[config.mk]
export PLATFORM = sky130hd
export DESIGN_NAME = rgbc_ctrl
export DESIGN_NICKNAME = d
export VERILOG_FILES = /design/src/sv/rgbc_pkg.sv /design/src/sv/rgbc_ctrl.sv
export SDC_FILE = /design/constraint.sdc
export NUM_CORES = 1
export LEC_CHECK = 0
export BUFFER_PORTS_ARGS = -buffer_cell sky130_fd_sc_hd__buf_2
export CAP_MARGIN = 10
export CORE_AREA = 10 10 47 49
export CTS_CLUSTER_DIAMETER = 100
export DETAILED_ROUTE_END_ITERATION = 8
export DIE_AREA = 0 0 57 59
export PLACE_DENSITY_LB_ADDON = 0.05
export SLEW_MARGIN = 15
export SYNTH_ARGS = -nofsm -noshare
export SYNTH_HDL_FRONTEND = slang
export SYNTH_SLANG_ARGS = --single-unit
export TNS_END_PERCENT = 5
[constraint.sdc]
create_clock -name aclk -period 3.2 [get_ports aclk]
set_input_delay 0.32 -clock aclk [delete_from_list [all_inputs] [get_ports aclk]]
set_output_delay 0.32 -clock aclk [all_outputs]
set_load 0.02 [all_outputs]
[src/sv/rgbc_pkg.sv]
package rgbc_pkg;

    localparam int MAX_WIDTH   = 1024;
    localparam int MAX_HEIGHT  = 1024;
    localparam int WEIGHT_BITS = 16;

    localparam int ROW_BITS  = 3 * WEIGHT_BITS;
    localparam int RING_SIZE = 2 * MAX_WIDTH + 4;
    localparam int RING_W    = $clog2(RING_SIZE);
    localparam int SIZE_W    = 11;
    localparam int PEND_W    = $clog2(MAX_WIDTH + 2);
    localparam int PIX_W     = 32;
    localparam int TAPS      = 9;
    localparam int TAP_W     = $clog2(TAPS + 1);
    localparam int PROD_W    = WEIGHT_BITS + 9;
    localparam int ACC_W     = PROD_W + 4;
    localparam int DIV_W     = 16;
    localparam int BIAS_W    = 19;
    localparam int BD_W      = BIAS_W + DIV_W;
    localparam int N_W       = ACC_W + 9 + 1;
    localparam int NUM_W     = N_W - 8;
    localparam int CNT_W     = $clog2(NUM_W + 1);

    // Register indexes
    localparam logic [2:0] REG_KTOP   = 3'd0;
    localparam logic [2:0] REG_KMID   = 3'd1;
    localparam logic [2:0] REG_KBOT   = 3'd2;
    localparam logic [2:0] REG_DIV    = 3'd3;
    localparam logic [2:0] REG_BIAS   = 3'd4;
    localparam logic [2:0] REG_MODE   = 3'd5;
    localparam logic [2:0] REG_WIDTH  = 3'd6;
    localparam logic [2:0] REG_HEIGHT = 3'd7;

    localparam logic OP_PIXEL = 1'b0;
    localparam logic OP_FLUSH = 1'b1;

    typedef struct packed {
        logic             accept;
        logic             setup;
        logic             tap_rd;
        logic [TAP_W-1:0] tap_rd_idx;
        logic             tap_mac;
        logic [TAP_W-1:0] tap_mac_idx;
        logic             fin_load;
        logic             div_step;
        logic             out_load;
    } rgbc_cmd_t;

    typedef struct packed {
        logic emit_need;
        logic out_busy;
    } rgbc_status_t;

endpackage

[src/sv/rgbc_ctrl.sv]
module rgbc_ctrl import rgbc_pkg::*; (
    input  logic         aclk,
    input  logic         aresetn,
    input  logic         s_valid,
    output logic         s_ready,
    input  rgbc_status_t status,
    output rgbc_cmd_t    cmd
);

    typedef enum logic [2:0] {
        S_IDLE, S_DECIDE, S_TAPS, S_FIN, S_DIV, S_OUT
    } state_t;

    state_t             state_reg, state_next;
    logic [CNT_W-1:0]   cnt_reg, cnt_next;

    assign s_ready = (state_reg == S_IDLE);

    // Sequence one item: store, decide, taps, finish, divide, output
    always_comb begin
        state_next = state_reg;
        cnt_next   = cnt_reg;
        cmd        = '0;
        cmd.tap_rd_idx  = cnt_reg[TAP_W-1:0];
        cmd.tap_mac_idx = cnt_reg[TAP_W-1:0] - TAP_W'(1);
        unique case (state_reg)
            S_IDLE: begin
                if (s_valid) begin
                    cmd.accept = 1'b1;
                    state_next = S_DECIDE;
                end
            end
            S_DECIDE: begin
                if (status.emit_need) begin
                    cmd.setup  = 1'b1;
                    cnt_next   = '0;
                    state_next = S_TAPS;
                end else begin
                    state_next = S_IDLE;
                end
            end
            S_TAPS: begin
                cmd.tap_rd  = (cnt_reg < CNT_W'(TAPS));
                cmd.tap_mac = (cnt_reg != '0);
                cnt_next    = cnt_reg + CNT_W'(1);
                if (cnt_reg == CNT_W'(TAPS)) begin
                    state_next = S_FIN;
                end
            end
            S_FIN: begin
                cmd.fin_load = 1'b1;
                cnt_next     = '0;
                state_next   = S_DIV;
            end
            S_DIV: begin
                cmd.div_step = 1'b1;
                cnt_next     = cnt_reg + CNT_W'(1);
                if (cnt_reg == CNT_W'(NUM_W - 1)) begin
                    state_next = S_OUT;
                end
            end
            S_OUT: begin
                if (!status.out_busy) begin
                    cmd.out_load = 1'b1;
                    state_next   = S_IDLE;
                end
            end
            default: state_next = S_IDLE;
        endcase
    end

    always_ff @(posedge aclk) begin
        if (!aresetn) begin
            state_reg <= S_IDLE;
            cnt_reg   <= '0;
        end else begin
            state_reg <= state_next;
            cnt_reg   <= cnt_next;
        end
    end

    // Taps always run to completion before the divider starts
    a_taps_to_fin: assert property (@(posedge aclk) disable iff (!aresetn)
        (state_reg == S_TAPS && cnt_reg == CNT_W'(TAPS)) |=> (state_reg == S_FIN))
        else $error("tap sweep did not hand over to finish");
    a_accept_idle: assert property (@(posedge aclk) disable iff (!aresetn)
        cmd.accept |=> (state_reg == S_DECIDE))
        else $error("accepted item not decided");
    a_out_free: assert property (@(posedge aclk) disable iff (!aresetn)
        cmd.out_load |-> !status.out_busy)
        else $error("output overwritten while held");

endmodule

== Yosys cells after proc, flatten, opt, wreduce, memory -nomap -nowiden ==
Cells that the tools add are included.
Word-level totals
  flip-flop bits (word level): 8
  bits of input ports: 5
  word-level logic and storage cells: 41
Cells by class
  add/subtract/negate cells: 2
  $lt $le $gt $ge: 1
  eq/ne operators: 12
  mux-type cells: 18
  reductions and logical operators: 6
Operators with widths (count)
  $pmux W3 S6: 1
  $pmux W5 S3: 1
  $mux W3: 4
  $mux W1: 10
  $ne A2 B2 Y1 const B: 5
  $eq A3 B2 Y1 const B: 2
  $eq A3 B3 Y1 const B: 2
  $add A5 B1 Y5 const B: 1
  $eq A5 B4 Y1 const B: 1
  $eq A5 B5 Y1 const B: 1
  $lt A5 B4 Y1 const B: 1
  $mux W5: 1
  $reduce_bool A5 Y1: 1
  $reduce_and A4 Y1: 1
  $sub A4 B1 Y4 const B: 1
  $eq A3 B1 Y1 const B: 1
  $logic_not A3 Y1: 1
  $reduce_bool A3 Y1: 1
  $mux W2: 1
  $reduce_and A2 Y1: 1
  $reduce_or A2 Y1: 1

== Depth between registers and ports, before layout ==
  depth in word-level cells: 4
  mapped depth: 6
  mapped depth without buffers: 6

== Worst setup path before layout ==
No wires, ideal clock.
  path type: register -> output
  from: reg state_reg[2]
  to: out cmd[14] (netlist name)
  arrival time: 1354 ps
  required time: 2880 ps
  slack: 1526 ps
  cell stages (with the launch flop): 4
  path buffers: 1
  cell sequence: dfxtp_1 > buf_2 > nor3_1 > and2_1
RTL lines
  start, declared: RTL line rgbc_ctrl.sv:14  | state_t state_reg, state_next;
  start signal, assigned: RTL line rgbc_ctrl.sv:77  | state_reg <= state_next;
  end, declared: RTL line rgbc_ctrl.sv:7  | output rgbc_cmd_t cmd

==> key figures <==
Cells and area
  – Final #Nets: 101
  – Max FFs per register: 5
  – Layout cell share with drive strength beyond 1: 36.0%
  – Fillers: 140
  – Area growth, synth to finish: 11.9%
  – Commonest non-fill, non-tap cell in the layout: buf_2
  – Final Non-Filler Cells: 105
  – ANT cells: 0
  – Most frequent cells in the layout: 20 x buf_2, 8 x nor2_1, 8 x dfxtp_1

Floorplanning
  – IO Count: 21
  – Initial Utilization: 47.2%
  – CORE AREA: 1400 um2
  – FP Rows: 14
  – Die Ht: 59 um
  – Die area: 3360 um2
  – Die X: 57 um

Global route
  – Total gr overflow: 0
  – Initial antenna violation count: 0
  – Gr usage total: 8.34%
  – First-pass GRT wire length: 2310 um
  – Vias in the first global route: 552
  – Largest net degree at the start of global routing: 14

Placement
  – Port Buffers: 20
  – RD Place Congestion: 0.687
  – Placed instance count: 102
  – DPL Wire Length: 1120 um

Logic synthesis
  – Prevailing post-synth register cell: dfxtp_1
  – Complex-gate fraction of the synthesized area: 11.9%
  – Gate Count Post-Synth: 75
  – Post-Syn Nets: 85
  – Multiplexer area fraction after synthesis: 4.54%
  – Post-synthesis xor/xnor area fraction: 6.62%
  – Netlist Area Pre-Place: 662 um2
  – Syn avg cell area: 8.83 um2
  – Combinational family with the most area after synthesis: simple AND/OR/NAND/NOR gates
  – Number of synthesized flops with an enable pin: 0
  – Cell variety after synth: 36
  – #FFs+latches synth: 8
  – Async S/R FF share, synth: 0%
  – Synth warn: 0
  – Adder-Cell Fraction of Synth Area: 9.45%
  – Register area share after synthesis: 24.2%
  – Synth Area in Simple Gates: 31.9%

STA
  – Final TNS setup: 0 ns
  – Clk_skew: 0.00261 ns
  – Clock period minus final worst setup slack: 1.81 ns
  – RSZ-0062 raised after global routing: false
  – # setup viols final: 0
  – Tightest Pin Transition: 0.461 ns
  – Max-slew headroom: 69.2%
  – Final Hold Viols: 0
  – Max Fclk: 553 MHz
  – Final Max Tran Viols: 0
  – Period utilization: 56.5%

Status
  – Status: finished clean

Power and ir drop
  – Power density cells: 674 nW/um2
  – Overall power: 499 uW
  – Maximum VDD drop: 0.000321 V
  – Lkg Pwr: 0.310 nW

Worst setup path
  – RR Endpoint: state_reg[2]
  – Crit-path slowest cell: dfxtp_1
  – Startpoint Class: flip-flop
  – FF-to-FF path depth: 4
  – Worst Path Required: 2.88 ns
  – FF-to-FF setup slack: 1.70 ns
  – Buf/Inv on CP: 2
  – Crit Path Category: reg2out
  – R2r startpoint: state_reg[2]
  – CP Max Fanout: 8
  – CP arrival: 1.49 ns
  – CP delay by family, top: flip-flops
  – Stages on worst setup path: 5
  – CP cell instances: inv_1 > ha_1 > nor4b_1 > nor2_1 > buf_2
  – Largest stage delay, worst path: 0.49 ns
  – CP endpoint kind: output pin

Detailed routing
  – Starting DRT DRC Count: 4
  – DRC Markers: 0
  – Vias/cell: 5.12
  – DR vias: 538
  – Final WL: 1380 um
  – DRT Pass-1 Iters: 4
  – Routed Antenna Nets: 0
  – Routed len/inst: 13.1 um

Clock network
  – CTS root buf: clkbuf_4
  – Hold Buf Count CTS: 0
  – Post-CTS Setup Bufs: 0
  – Clock slew at reported path FFs: 0.05 ns
  – H-tree levels: 1
  – Max Buffers Root-to-Sink: 2
  – Cts repair resizes: 0
  – Clk sinks: 8
  – Num CTS Buffers: 3
  – Skew-Pair Late Insertion Delay: 0.25 ns
  – CTS tree: done

Min path
  – Type of the worst min-delay path: in2reg
  – Worst Hold Launch: aresetn
  – Worst Hold Path Cells: 2
  – Hold endpoint: state_reg[1]

Flow run
  – Max-cap violations: 0
-- cell type report --
type                    instances  area (um2)  area share (%)
clock buffers                   3        22.5            3.04
inverters                       3        11.3            1.52
multi-input cells              55         427            57.6
flip-flops and latches          8         160            21.6
well taps                      16        20.0            2.70
repair buffers                 20         100            13.5
-- synthesized netlist by cell type (2+ instances only) --
library cell	count	share of area [%]
buf_2	2	1.5
ha_1	5	9.5
mux2i_1	3	4.5
nor3b_1	2	2.3
buf_4	5	5.7
inv_1	3	1.7
nor2_1	8	4.5
nor3_1	3	2.3
nand2_1	5	2.8
nor3_2	2	3.0
xnor2_1	4	5.3
dfxtp_1	8	24
nand3_1	2	1.5
-- power by group --
part / leakage [nW] / switching [mW] / internal (mW)
clock network: 0.0138 / 0.0324 / 0.0428
registers: 0.0650 / 0.0475 / 0.116
logic: 0.231 / 0.153 / 0.108
-- layer usage --
layer / share of wire [%] / track usage, % / up-vias
met1: 45 / 9.04 / 240
met3: 7.5 / 4.94 / 0
met4: 0 / 2.01 / 0
met2: 48 / 13.6 / 16
li1: - / - / 282
met5: 0 / 0 / -
-- logic make-up (layout without fill, tap and decap cells) --
family,Yosys count,after routing
AOI/OAI and AO/OA,8,8
xor gates and xnor gates,5,5
adders and majority gates,5,5
buffers and inverters,12,26
DFF,8,8
muxes,3,3
and+or+nand+nor,34,34
-- worst max-delay path by stage --
stage	from	endpoint	slack (ns)
floorplan	state_reg[2]	cmd[14]	1.53
global placement	cnt_reg[0]	cmd[7]	1.67
detailed placement	cnt_reg[0]	cmd[7]	1.65
CTS	cnt_reg[0]	cmd[7]	1.37
global route	cnt_reg[0]	cmd[7]	1.26
finish	cnt_reg[0]	cmd[7]	1.39
-- per-stage QoR --
step	hold slack (ns)	util (%)	area [um2]	setup WS (ns)
final	0.346	52.9	741	1.39
after CTS	0.337	52.9	741	1.37
after detailed placement	0.596	51.2	718	1.65
after global routing	0.354	52.9	741	1.26
after global placement	0.589	51.2	718	1.67
after floorplan	0.438	-	662	1.53
(Power assumes the default switching activity.)
